$ cat src/hw/rtl/tlafk_pkg.sv
package tlafk_pkg;

	// CORDIC iteration count, one pipeline stage per iteration
	localparam int CORDIC_STEPS = 16;

	// Field widths
	localparam int ANG_W = 18;
	localparam int LEN_W = 10;
	localparam int OUT_W = 20;

	// Reduced angle (counts of 1/256 degree), quadrant-folded angle, CORDIC z
	localparam int RED_W = ANG_W + 1;
	localparam int QUAD_W = 16;
	localparam int Z_FRAC_SHIFT = 12;
	localparam int Z_W = QUAD_W + Z_FRAC_SHIFT + 1;

	// CORDIC x and y: Q30 with headroom
	localparam int XY_W = 33;

	// Product and sum widths in the merge stage
	localparam int PROD_W = XY_W + LEN_W + 1;
	localparam int SUM_W = PROD_W + 1;
	localparam int ROUND_SHIFT = 22;

	// Angle constants in counts of 1/256 degree
	localparam int ANGLE_FULL = 92160;
	localparam int ANGLE_HALF = 46080;
	localparam int ANGLE_QUARTER = 23040;

	// Pre-scaled CORDIC gain in Q30
	localparam int CORDIC_GAIN_Q30 = 652032874;

	// Output saturation bounds
	localparam int OUT_MAX = 524287;
	localparam int OUT_MIN = -524288;

	// Link length after reset
	localparam logic [LEN_W-1:0] LEN_RESET = LEN_W'(100);

	// Lanes before the merge plus merge stages
	localparam int PIPE_DEPTH = CORDIC_STEPS + 5;

	// Configuration register indexes
	localparam logic REG_FIRST_LEN = 1'b0;
	localparam logic REG_SECOND_LEN = 1'b1;

	// atan(2^-i) in degrees with 20 fraction bits
	localparam logic signed [Z_W-1:0] ATAN_DEG_Q20 [24] = '{
		Z_W'(47185920), Z_W'(27855475), Z_W'(14718068), Z_W'(7471121),
		Z_W'(3750058), Z_W'(1876857), Z_W'(938658), Z_W'(469357),
		Z_W'(234682), Z_W'(117342), Z_W'(58671), Z_W'(29335),
		Z_W'(14668), Z_W'(7334), Z_W'(3667), Z_W'(1833),
		Z_W'(917), Z_W'(458), Z_W'(229), Z_W'(115),
		Z_W'(57), Z_W'(29), Z_W'(14), Z_W'(7)
	};

	// Cosine and sine from one lane, before the half-turn correction
	typedef struct packed {
		logic flip;
		logic signed [XY_W-1:0] cos_v;
		logic signed [XY_W-1:0] sin_v;
	} cs_t;

endpackage

$ cat src/hw/rtl/tlafk_merge.sv
module tlafk_merge (
	input  logic                                  clk,
	input  logic                                  en,
	input  tlafk_pkg::cs_t                        lane_a,
	input  tlafk_pkg::cs_t                        lane_b,
	input  logic [tlafk_pkg::LEN_W-1:0]           len_a,
	input  logic [tlafk_pkg::LEN_W-1:0]           len_b,
	output logic signed [tlafk_pkg::OUT_W-1:0]    end_x,
	output logic signed [tlafk_pkg::OUT_W-1:0]    end_y
);

	localparam int XW = tlafk_pkg::XY_W;
	localparam int PW = tlafk_pkg::PROD_W;
	localparam int SW = tlafk_pkg::SUM_W;
	localparam int OW = tlafk_pkg::OUT_W;

	localparam logic signed [SW-1:0] ROUND = SW'(1) <<< (tlafk_pkg::ROUND_SHIFT - 1);
	localparam logic signed [SW-1:0] SAT_HI = SW'(tlafk_pkg::OUT_MAX);
	localparam logic signed [SW-1:0] SAT_LO = SW'(tlafk_pkg::OUT_MIN);

	logic signed [XW-1:0] ca_m1, sa_m1, cb_m1, sb_m1;
	logic signed [tlafk_pkg::LEN_W:0] la_m1, lb_m1;
	logic signed [PW-1:0] pxa_m2, pya_m2, pxb_m2, pyb_m2;
	logic signed [SW-1:0] sx_m3, sy_m3;
	logic signed [SW-1:0] shx, shy;

	// Apply the half-turn correction, sample link lengths
	always_ff @(posedge clk) begin
		if (en) begin
			ca_m1 <= lane_a.flip ? -lane_a.cos_v : lane_a.cos_v;
			sa_m1 <= lane_a.flip ? -lane_a.sin_v : lane_a.sin_v;
			cb_m1 <= lane_b.flip ? -lane_b.cos_v : lane_b.cos_v;
			sb_m1 <= lane_b.flip ? -lane_b.sin_v : lane_b.sin_v;
			la_m1 <= {1'b0, len_a};
			lb_m1 <= {1'b0, len_b};
		end
	end

	// Scale by link lengths, exact products at full product width
	always_ff @(posedge clk) begin
		if (en) begin
			pxa_m2 <= PW'(la_m1) * PW'(ca_m1);
			pya_m2 <= PW'(la_m1) * PW'(sa_m1);
			pxb_m2 <= PW'(lb_m1) * PW'(cb_m1);
			pyb_m2 <= PW'(lb_m1) * PW'(sb_m1);
		end
	end

	// Sum both links and add the rounding offset
	always_ff @(posedge clk) begin
		if (en) begin
			sx_m3 <= SW'(pxa_m2) + SW'(pxb_m2) + ROUND;
			sy_m3 <= SW'(pya_m2) + SW'(pyb_m2) + ROUND;
		end
	end

	// Drop to 8 fraction bits and clamp to the output range
	assign shx = sx_m3 >>> tlafk_pkg::ROUND_SHIFT;
	assign shy = sy_m3 >>> tlafk_pkg::ROUND_SHIFT;

	always_comb begin
		if (shx > SAT_HI) begin
			end_x = SAT_HI[OW-1:0];
		end else if (shx < SAT_LO) begin
			end_x = SAT_LO[OW-1:0];
		end else begin
			end_x = shx[OW-1:0];
		end

		if (shy > SAT_HI) begin
			end_y = SAT_HI[OW-1:0];
		end else if (shy < SAT_LO) begin
			end_y = SAT_LO[OW-1:0];
		end else begin
			end_y = shy[OW-1:0];
		end
	end

endmodule

$ cat config.mk
export PLATFORM = sky130hd
export DESIGN_NAME = tlafk_merge
export DESIGN_NICKNAME = d
export VERILOG_FILES = /design/src/hw/rtl/tlafk_pkg.sv /design/src/hw/rtl/tlafk_merge.sv
export SDC_FILE = /design/constraint.sdc
export NUM_CORES = 2
export LEC_CHECK = 0
export BUFFER_PORTS_ARGS = -buffer_cell sky130_fd_sc_hd__clkbuf_2
export CORE_UTILIZATION = 50
export CTS_CLUSTER_SIZE = 16
export DETAILED_ROUTE_END_ITERATION = 10
export PLACE_DENSITY = 0.76
export REMOVE_ABC_BUFFERS = 1
export SYNTH_ARGS = -nofsm -noshare
export SYNTH_HDL_FRONTEND = slang
export SYNTH_SLANG_ARGS = --single-unit
$ cat constraint.sdc
create_clock -name clk -period 8.7 [get_ports clk]
set_input_delay 0.435 -clock clk [delete_from_list [all_inputs] [get_ports clk]]
set_output_delay 0.435 -clock clk [all_outputs]
set_load 0.05 [all_outputs]
==> metrics.txt <==
share of layout cells above drive strength 1 under 10%; CP max stage cell edfxtp_1; predominant post-synthesis flop cell edfxtp_1; IO Pins 196; largest net degree at the start of global routing approximately 170; XOR/XNOR Fraction of Synth Area under 10%; Worst Tran Pin Value between 1 and 1.5 ns; Post-Synth Simple-Gate Area 14.62%; post-synthesis mux area share 0.01574%; Total Wirelength ~150 mm; register area share after synthesis between 15 and 20%; post-CTS setup buffers 0; clock-pin slew on the worst setup and hold paths ~0.060 ns; die width 358.7 um; status completed; via count around 45000; global-route wire length before repair ~250 mm; Setup WS pre-CTS 1.331 ns; Yosys cell types between 60 and 70; top-count cell post-synth inv_1; Post-Place Cell Area around 66000 sq um; Clock Tree Root clkbuf_16; Arrival @ worst endpoint ~8 ns; DR vias/cell 5.464; die height roughly 360 um; final hold vios 0; Placer Congestion just over 0.9; Synth area leader fa_1; Finished Cell Area between 60000 and 70000 sq um; number of synthesized flops with an enable pin ~370; Fill cells roughly 11000; WL/cell 18.07 um; Pre-Repair DR Iteration Count 5; hold_sp lane_b[33]; drt drc 0; post-route minimum period roughly 7.6 ns; Crit Path Class reg -> reg; core area ~130000 sq um; CP startpoint lb_m1[6]; Final #Nets ~8500; Largest stage delay, worst path 0.93 ns; main area contributors after synthesis fa_1 (35%), edfxtp_1 (18%), ha_1 (11%), inv_1 (7.9%), and2_1 (5.8%); grt total ovfl 0; Starting Density 50.53%; Mean Syn Cell Area roughly 9.6 sq um; reg2reg start lb_m1[6]; DPL Wire Length about 120 mm; Total Routing Usage GR between 20% and 30%; Mapped Area between 60000 and 70000 sq um; crit end category flip-flop; Synth Register Bits about 370; Async SR Flop Fraction 0%; H-tree depth 2; Final WS setup 1.123 ns; Synth Area in Adders between 40% and 50%; MaxCap Viol Count 0; Die ar. around 130000 sq um; drt initial violations roughly 3300; CTS tree built; startpoint types flip-flop; cell mode on critical path fa_1; cells after synthesis 6622; IO Port Bufs between 150 and 200; clk sinks roughly 370; Final Setup Violations 0; main combinational cell family by area after synthesis adder cells; clk_skew about 0.030 ns; synth cell count leaders inv_1 (1333), fa_1 (1124), nand2_1 (911), and2_1 (585), ha_1 (554); area share of the largest cell type after synthesis between 30 and 40%; Slew Limit Fails 0; worst-path cell chain buf_4 -> buf_4 -> nand2_1 -> fa_1 -> inv_1 -> fa_1 -> fa_1 -> fa_1 -> inv_1 -> fa_1 -> inv_1 -> ha_1 -> and3_1 -> nand2_1 -> nor2_1 -> a211oi_1 -> nor3b_1 -> a211oi_1 -> o311ai_1 -> o21ai_0 -> a21oi_1 -> xnor2_1; worst-case clock buffer depth 3; FP Rows 130; Rel. slew slack between 10% and 20%; Synth Area in Compound Gates under 10%; final setup TNS 0 ns; RSZ-0062 raised after global routing false; number of antenna violations at the first check in global routing 6; Max Clock Freq approximately 130 MHz; period utilization between 80 and 90%; number of global-route vias before repair 47861; DRT antenna net count 0; Hold Crit Class in -> reg; Critical Path RT between 9 and 10 ns; Final Hold Slack between 0.05 and 0.06 ns; CTS Buf Count 47; Critical Path Fanout Max 29; Synth Warn # 0; layout overhead on the synthesized area 6.334%; flop-to-flop setup slack approximately 1.1 ns; clock latency at the later pin of the worst-skew pair about 0.65 ns
## state kept, by name, indices dropped and copies added, names as in the netlist
name,cells
cb_m1,33
pxa_m2,44
lb_m1,10
la_m1,10
pya_m2,44
sx_m3,23
pyb_m2,44
sa_m1,33
pxb_m2,44
ca_m1,33
sy_m3,23
sb_m1,33
## repair_timing
item                                   4_1_cts  5_1_grt
hold buffers                                15        1
resized for setup                            0        0
endpoints found under the hold margin       15        1
## cell usage in the layout, fill, tap and decap left out, types with 21 or more instances in the layout
cell type	instances
nand2b_1	30
a211oi_1	21
clkbuf_16	48
ha_1	554
nor2b_1	32
and3_1	24
o41ai_1	21
nand2_1	911
o31ai_1	40
a21oi_1	187
o21a_1	70
inv_1	1333
xor2_1	67
a21o_1	123
nor2_1	128
buf_4	35
a31oi_1	24
nand3_1	40
xnor2_1	264
nand4_1	22
nor3_1	34
o21ai_0	124
edfxtp_1	374
and2_1	585
or3_1	23
clkbuf_2	194
fa_1	1124
## through the flow
step           util, %  cells
4_1_cts          53.72   8312
2_1_floorplan        -   6327
3_5_place_dp     52.35   8211
5_1_grt          53.72   8313
6_report         53.73   8314
3_3_place_gp     52.35   8211
## cell families after synthesis
family	Yosys count
and+or+nand+nor	1901
adders and majority gates	1678
buffers and inverters	1628
AOI/OAI and AO/OA	709
DFF	374
xor gates and xnor gates	331
muxes	1
## metal layers
| layer | up-vias | part of all wire [%] | track usage, % | wire [um] |
|---|---|---|---|---|
| li1 | 20542 | - | - | - |
| met4 | 0 | 5.4 | 11.83 | 8137 |
| met3 | 369 | 5.7 | 2.929 | 8621 |
| met5 | - | 0 | 0 | 0 |
| met2 | 1493 | 49 | 41.24 | 74020 |
| met1 | 23024 | 40 | 31.13 | 59430 |
## path summary, 6_finish.rpt
kind	endpoint	cells past startpoint
setup / recovery	pyb_m2[40]	22
hold / removal	cb_m1[0]	1
setup reg to reg	pyb_m2[40]	22
hold reg to reg	sy_m3[44]	3
## critical path: cells and delay by family (launching register included)
family,cells,cell delay [ns]
simple gates,5,0.87
xor+xnor,1,0.08
fa+ha+maj,6,2.84
buf+inv,5,0.90
compound gates,5,1.68
flops,1,0.93
## final cells by class
type / count / area [sq um] / share of cell area [%]
Sequential cell: 374 / 11230 / 16.60
Multi-Input combinational cell: 4620 / 46270 / 68.41
Antenna cell: 1 / 2.502 / 0.003700
Clock inverter: 35 / 362.8 / 0.5364
Timing Repair Buffer: 250 / 1489 / 2.201
Inverter: 1333 / 5004 / 7.397
Clock buffer: 51 / 1212 / 1.792
Tap cell: 1650 / 2064 / 3.052
Power is left out: the tool's default activity adds up to more than one toggle a clock period on the data nets, which glitch-free logic cannot reach.
