## src/hw/rtl/tlafk_pkg.sv

```systemverilog
package tlafk_pkg;

	// CORDIC iteration count, one pipeline stage per iteration
	localparam int CORDIC_STEPS = 16;

	// Field widths
	localparam int ANG_W = 18;
	localparam int LEN_W = 10;
	localparam int OUT_W = 20;

	// Reduced angle (counts of 1/256 degree), quadrant-folded angle, CORDIC z
	localparam int RED_W = ANG_W + 1;
	localparam int QUAD_W = 16;
	localparam int Z_FRAC_SHIFT = 12;
	localparam int Z_W = QUAD_W + Z_FRAC_SHIFT + 1;

	// CORDIC x and y: Q30 with headroom
	localparam int XY_W = 33;

	// Product and sum widths in the merge stage
	localparam int PROD_W = XY_W + LEN_W + 1;
	localparam int SUM_W = PROD_W + 1;
	localparam int ROUND_SHIFT = 22;

	// Angle constants in counts of 1/256 degree
	localparam int ANGLE_FULL = 92160;
	localparam int ANGLE_HALF = 46080;
	localparam int ANGLE_QUARTER = 23040;

	// Pre-scaled CORDIC gain in Q30
	localparam int CORDIC_GAIN_Q30 = 652032874;

	// Output saturation bounds
	localparam int OUT_MAX = 524287;
	localparam int OUT_MIN = -524288;

	// Link length after reset
	localparam logic [LEN_W-1:0] LEN_RESET = LEN_W'(100);

	// Lanes before the merge plus merge stages
	localparam int PIPE_DEPTH = CORDIC_STEPS + 5;

	// Configuration register indexes
	localparam logic REG_FIRST_LEN = 1'b0;
	localparam logic REG_SECOND_LEN = 1'b1;

	// atan(2^-i) in degrees with 20 fraction bits
	localparam logic signed [Z_W-1:0] ATAN_DEG_Q20 [24] = '{
		Z_W'(47185920), Z_W'(27855475), Z_W'(14718068), Z_W'(7471121),
		Z_W'(3750058), Z_W'(1876857), Z_W'(938658), Z_W'(469357),
		Z_W'(234682), Z_W'(117342), Z_W'(58671), Z_W'(29335),
		Z_W'(14668), Z_W'(7334), Z_W'(3667), Z_W'(1833),
		Z_W'(917), Z_W'(458), Z_W'(229), Z_W'(115),
		Z_W'(57), Z_W'(29), Z_W'(14), Z_W'(7)
	};

	// Cosine and sine from one lane, before the half-turn correction
	typedef struct packed {
		logic flip;
		logic signed [XY_W-1:0] cos_v;
		logic signed [XY_W-1:0] sin_v;
	} cs_t;

endpackage

```

## src/hw/rtl/tlafk_cordic_lane.sv

```systemverilog
module tlafk_cordic_lane (
	input  logic                                  clk,
	input  logic                                  en,
	input  logic signed [tlafk_pkg::ANG_W-1:0]    angle,
	output tlafk_pkg::cs_t                        res
);

	localparam int RW = tlafk_pkg::RED_W;
	localparam int ZW = tlafk_pkg::Z_W;
	localparam int XW = tlafk_pkg::XY_W;
	localparam int QW = tlafk_pkg::QUAD_W;
	localparam int STEPS = tlafk_pkg::CORDIC_STEPS;

	localparam logic signed [RW-1:0] FULL = RW'(tlafk_pkg::ANGLE_FULL);
	localparam logic signed [RW-1:0] HALF = RW'(tlafk_pkg::ANGLE_HALF);
	localparam logic signed [RW-1:0] QUARTER = RW'(tlafk_pkg::ANGLE_QUARTER);
	localparam logic signed [XW-1:0] GAIN = XW'(tlafk_pkg::CORDIC_GAIN_Q30);

	logic signed [RW-1:0] ang_ext;
	logic signed [RW-1:0] red_c;
	logic signed [RW-1:0] red_s1;
	logic signed [RW-1:0] quad_c;
	logic                 flip_c;
	logic signed [ZW-1:0] z_s2;
	logic                 flip_s2;

	logic signed [XW-1:0] x_s [STEPS];
	logic signed [XW-1:0] y_s [STEPS];
	logic signed [ZW-1:0] z_s [STEPS];
	logic                 flip_s [STEPS];

	// Reduce into (-180, 180] degrees; one full turn always suffices
	assign ang_ext = {angle[tlafk_pkg::ANG_W-1], angle};

	always_comb begin
		if (ang_ext > HALF) begin
			red_c = ang_ext - FULL;
		end else if (ang_ext <= -HALF) begin
			red_c = ang_ext + FULL;
		end else begin
			red_c = ang_ext;
		end
	end

	always_ff @(posedge clk) begin
		if (en) begin
			red_s1 <= red_c;
		end
	end

	// Fold into [-90, 90] degrees, remember the half-turn
	always_comb begin
		if (red_s1 > QUARTER) begin
			quad_c = red_s1 - HALF;
			flip_c = 1'b1;
		end else if (red_s1 < -QUARTER) begin
			quad_c = red_s1 + HALF;
			flip_c = 1'b1;
		end else begin
			quad_c = red_s1;
			flip_c = 1'b0;
		end
	end

	always_ff @(posedge clk) begin
		if (en) begin
			z_s2 <= {{(ZW-QW-tlafk_pkg::Z_FRAC_SHIFT){quad_c[QW-1]}}, quad_c[QW-1:0],
				{tlafk_pkg::Z_FRAC_SHIFT{1'b0}}};
			flip_s2 <= flip_c;
		end
	end

	// One rotation per stage
	for (genvar i = 0; i < STEPS; i++) begin : g_step
		logic signed [XW-1:0] xi;
		logic signed [XW-1:0] yi;
		logic signed [ZW-1:0] zi;
		logic                 fi;

		if (i == 0) begin : g_first
			assign xi = GAIN;
			assign yi = '0;
			assign zi = z_s2;
			assign fi = flip_s2;
		end else begin : g_next
			assign xi = x_s[i-1];
			assign yi = y_s[i-1];
			assign zi = z_s[i-1];
			assign fi = flip_s[i-1];
		end

		always_ff @(posedge clk) begin
			if (en) begin
				if (!zi[ZW-1]) begin
					x_s[i] <= xi - (yi >>> i);
					y_s[i] <= yi + (xi >>> i);
					z_s[i] <= zi - tlafk_pkg::ATAN_DEG_Q20[i];
				end else begin
					x_s[i] <= xi + (yi >>> i);
					y_s[i] <= yi - (xi >>> i);
					z_s[i] <= zi + tlafk_pkg::ATAN_DEG_Q20[i];
				end
				flip_s[i] <= fi;
			end
		end
	end

	assign res.flip = flip_s[STEPS-1];
	assign res.cos_v = x_s[STEPS-1];
	assign res.sin_v = y_s[STEPS-1];

endmodule

```

## config.mk

```make
export PLATFORM = sky130hd
export DESIGN_NAME = tlafk_cordic_lane
export DESIGN_NICKNAME = d
export VERILOG_FILES = /design/src/hw/rtl/tlafk_pkg.sv /design/src/hw/rtl/tlafk_cordic_lane.sv
export SDC_FILE = /design/constraint.sdc
export NUM_CORES = 2
export LEC_CHECK = 0
export BUFFER_PORTS_ARGS = -buffer_cell sky130_fd_sc_hd__buf_2
export CORE_MARGIN = 10
export CORE_UTILIZATION = 35
export CTS_CLUSTER_SIZE = 24
export DETAILED_ROUTE_END_ITERATION = 10
export GPL_TIMING_DRIVEN = 1
export PLACE_DENSITY = 0.5
export SLEW_MARGIN = 20
export SYNTH_ARGS = -nofsm -noshare
export SYNTH_HDL_FRONTEND = slang
export SYNTH_SLANG_ARGS = --single-unit
export TNS_END_PERCENT = 20
```

## constraint.sdc

```tcl
create_clock -name clk -period 6.83 [get_ports clk]
set_input_delay 0.3415 -clock clk [delete_from_list [all_inputs] [get_ports clk]]
set_output_delay 0.3415 -clock clk [all_outputs]
set_load 0.005 [all_outputs]
```

==> run summary <==
The total of flip-flops plus latches after synthesis works out to 1390. Summed over all failing endpoints, the final setup total negative slack is 0 ns. After detailed routing, the number of remaining DRC violations is 0. Sequential elements use 36.1% of the synthesized area. The worst path meets setup with 0.812 ns of slack. The chip width was 595 um. The logs give 13304 for the post-synth net total and 85 for the number of different library cells in the post-synthesis netlist.

The setup-violating endpoint count in the final report came out at 0. Flip-flop cell with the highest count after synthesis: sky130_fd_sc_hd__edfxtp_1. Compared with the post-synthesis result, the final layout area differs by 10.4%.

Summed over all layers, the global routing overflow is 0. Buffers added to address setup during post-CTS repair amount to 0. The number of buffer cells added on primary ports was 86; the number of H-tree levels was 4.

The source of the worst register-to-register timing path was y_s[5][8]. Counting flops with an async set or reset pin after synthesis yields a share of 0%. The final number of hold-violating endpoints was 0; the number of antenna violations at the first check in global routing was 3. Synthesis produced 11926 cells. Total length of routed wires: 339000 um. The pre-antenna-repair detailed-routing pass consisted of 5 iterations. At the pin with the least slew margin, the transition time is 1.18 ns. The first global-routing pass estimated 522000 um of wire. The run gives 87 as the boundary pin count. Tracing the worst setup path back leads to its startpoint at y_s[5][8]. The run finished with clean final reports. The tools report the core utilization of the finished layout as 38.7%. Counting instances in the post-synthesis netlist gives the leading cell types as sky130_fd_sc_hd__edfxtp_1, sky130_fd_sc_hd__ha_1, sky130_fd_sc_hd__a21oi_1. The fraction of layout instances using a drive strength above 1 came out at 4.69%.

The kind of capture point of the worst setup path is a flop. The worst setup path is launched from a flop. The initial utilization of the core area, before any placement, comes to 35.1%.

Height of the die: 595 um. The number of nets with antenna violations after routing was 0; the pin count of the biggest net entering global routing was 159. The run gives 0 as the number of max-slew violations in the final report.

The hold path startpoint is angle[10]. Of all nets on the critical path, the largest fanout is 5. Kind of critical path: reg -> reg. For the max-capacitance violation count, the log shows 0. The starting DRC count in detailed routing was 6193. Data on the critical path is required at its endpoint by 7.41 ns. Counting the fill cells in the layout gives 32435. The tree is rooted in a sky130_fd_sc_hd__clkbuf_16. The HPWL after detailed placement is 273000 um. Dividing the final minimum period by the clock period gives 88.1%. CTS saw 1390 sinks.

Summed over all instances, the cell type with the most area after synthesis is sky130_fd_sc_hd__edfxtp_1. Global routing consumed, over all layers together, 18.2% of the routing resources. During synthesis, Yosys emitted a total of 0 warnings.

Sorting the synthesized cells by area gives the leading types as sky130_fd_sc_hd__edfxtp_1, sky130_fd_sc_hd__ha_1, sky130_fd_sc_hd__xnor2_1. No sink is reached through more buffers than the 4 on the longest clock path. The instance area after placement was 0.122 mm^2; the shortest clock period the worst path allows after layout was 6.02 ns. The area of the mapped netlist is 0.116 mm^2, and the total die area is 0.354 mm^2. The run gives 0.87 ns as the clock latency at the later pin of the worst-skew pair. The upper clock frequency limit came out at 166 MHz. The average instance area after synthesis came out at 9.71 um^2.

Routability-driven placement finished with a final weighted congestion of 0.903. OpenSTA, run right after detailed placement, puts the worst setup slack at 1.02 ns. Clock-pin slew on the worst setup and hold paths: 0.06 ns. The final layout contains 13496 nets.

Setup repair after global routing left no endpoint under its margin. Summed over its instances, the top area cell type makes up 36.1% of the synthesized netlist area. After floorplanning, the core was sized to cover 0.330 mm^2.

The logs give 211 for the number of rows in the core area and 179 for the number of CTS-inserted buffers. Across the routed clock network, the largest skew measured is 0.0583 ns. By instance count, the leading cell after synthesis is sky130_fd_sc_hd__edfxtp_1. The class of the tightest hold or removal check was in -> reg.

TritonCTS built the clock tree. STA puts the critical path data arrival time at 6.60 ns. Using the TritonRoute via totals, the vias-per-cell ratio works out to 5.46. For the number of global-route vias before repair, the log shows 89704. The tightest slew margin relative to the limit came out at 19.4%.

The overall via count from detail_route was 90763; the number of synthesized flops with an enable pin was 1390. The finished cells cover 0.128 mm^2. Routed wirelength normalized by instance count: 20.4 um.
==> metal layers <==
layer	wire [um]	vias to the layer above	global-route usage (%)
met5	0	-	0
met2	166000	1737	32.7
met1	147000	43482	22.7
met4	13300	0	6.54
met3	11600	500	1.82
li1	-	45044	-
==> cell families (layout without fill, tap and decap cells) <==
logic type	after synthesis	in the layout	share of synthesized area, %
compound gates	3634	3634	20.0
other cells	0	2	0
buf+inv	687	1015	2.23
flops	1390	1390	36.1
mux	115	115	1.03
xor+xnor	1713	1713	13.0
simple gates	3029	3029	12.7
fa+ha+maj	1358	1358	15.0
==> cells in the final DEF, fill, tap and decap left out, drive strengths merged, types with 81 or more instances in the layout <==
| cell type | count |
|---|---|
| nand3 | 214 |
| nor3 | 290 |
| nand2b | 169 |
| o21bai | 152 |
| edfxtp | 1390 |
| xnor2 | 1121 |
| nor2b | 165 |
| and3 | 110 |
| a21o | 539 |
| nand2 | 685 |
| a211oi | 97 |
| xor2 | 592 |
| o21ai | 623 |
| a21oi | 1218 |
| nor4 | 104 |
| a31oi | 114 |
| buf | 173 |
| ha | 1309 |
| nor2 | 885 |
| inv | 514 |
| clkbuf | 207 |
| o31ai | 148 |
| o21a | 180 |
| mux2i | 81 |
==> worst max-delay path, cell delays in order (launching register included) <==
cell and delay, ns:
sky130_fd_sc_hd__edfxtp_1 0.50, sky130_fd_sc_hd__or3_1 0.42, sky130_fd_sc_hd__or4_1 0.46, sky130_fd_sc_hd__nor4_1 0.50
sky130_fd_sc_hd__nor2b_1 0.25, sky130_fd_sc_hd__nand2b_1 0.10, sky130_fd_sc_hd__nor4_1 0.66, sky130_fd_sc_hd__nor2_1 0.13
sky130_fd_sc_hd__xor2_1 0.18, sky130_fd_sc_hd__ha_1 0.44, sky130_fd_sc_hd__nand2_1 0.09, sky130_fd_sc_hd__nor2_1 0.17
sky130_fd_sc_hd__a41oi_1 0.24, sky130_fd_sc_hd__o21ai_0 0.34, sky130_fd_sc_hd__a32oi_1 0.35, sky130_fd_sc_hd__o311ai_0 0.52
sky130_fd_sc_hd__a21oi_1 0.12, sky130_fd_sc_hd__o21bai_1 0.17, sky130_fd_sc_hd__xnor2_1 0.11
==> sequential cells by signal, summed over array words and instances (netlist names) <==
name	cells
flip_s2	1
flip_s	16
y_s	496
red_s1	19
z_s	372
x_s	470
g_step.zi	16
==> final timing paths <==
kind,slack [ns],endpoint,cells after the start
hold / removal,0.20,red_s1[10],2
setup reg to reg,0.81,x_s[6][32],18
setup / recovery,0.81,x_s[6][32],18
hold reg to reg,0.41,z_s[1][117],0
==> final cells by class <==
cell class	instances	area [um^2]	share of cell area, %
multi-input combinational	9849	71500	55.9
antenna	2	5.00	0.00392
clock inverter	110	1210	0.949
timing repair buffer	194	1360	1.06
clock buffer	207	4650	3.64
inverter	504	1890	1.48
tap	4366	5460	4.28
sequential	1390	41700	32.7
==> per-stage QoR <==
stage | cells | hold slack, ns
finish | 16622 | 0.196
global route | 16622 | 0.171
CTS | 16620 | 0.118
detailed placement | 16282 | 0.405
global placement | 16282 | 0.402
floorplan | 11926 | 0.400
==> timing repair <==
| action | in CTS | in global routing |
|---|---|---|
| resized for setup | 0 | 0 |
| endpoints found under the hold margin | 47 | 0 |
| hold buffers | 21 | 0 |
Power is not shown: default switching activity piles up to over one toggle a cycle in this logic, so the estimate is an artifact.
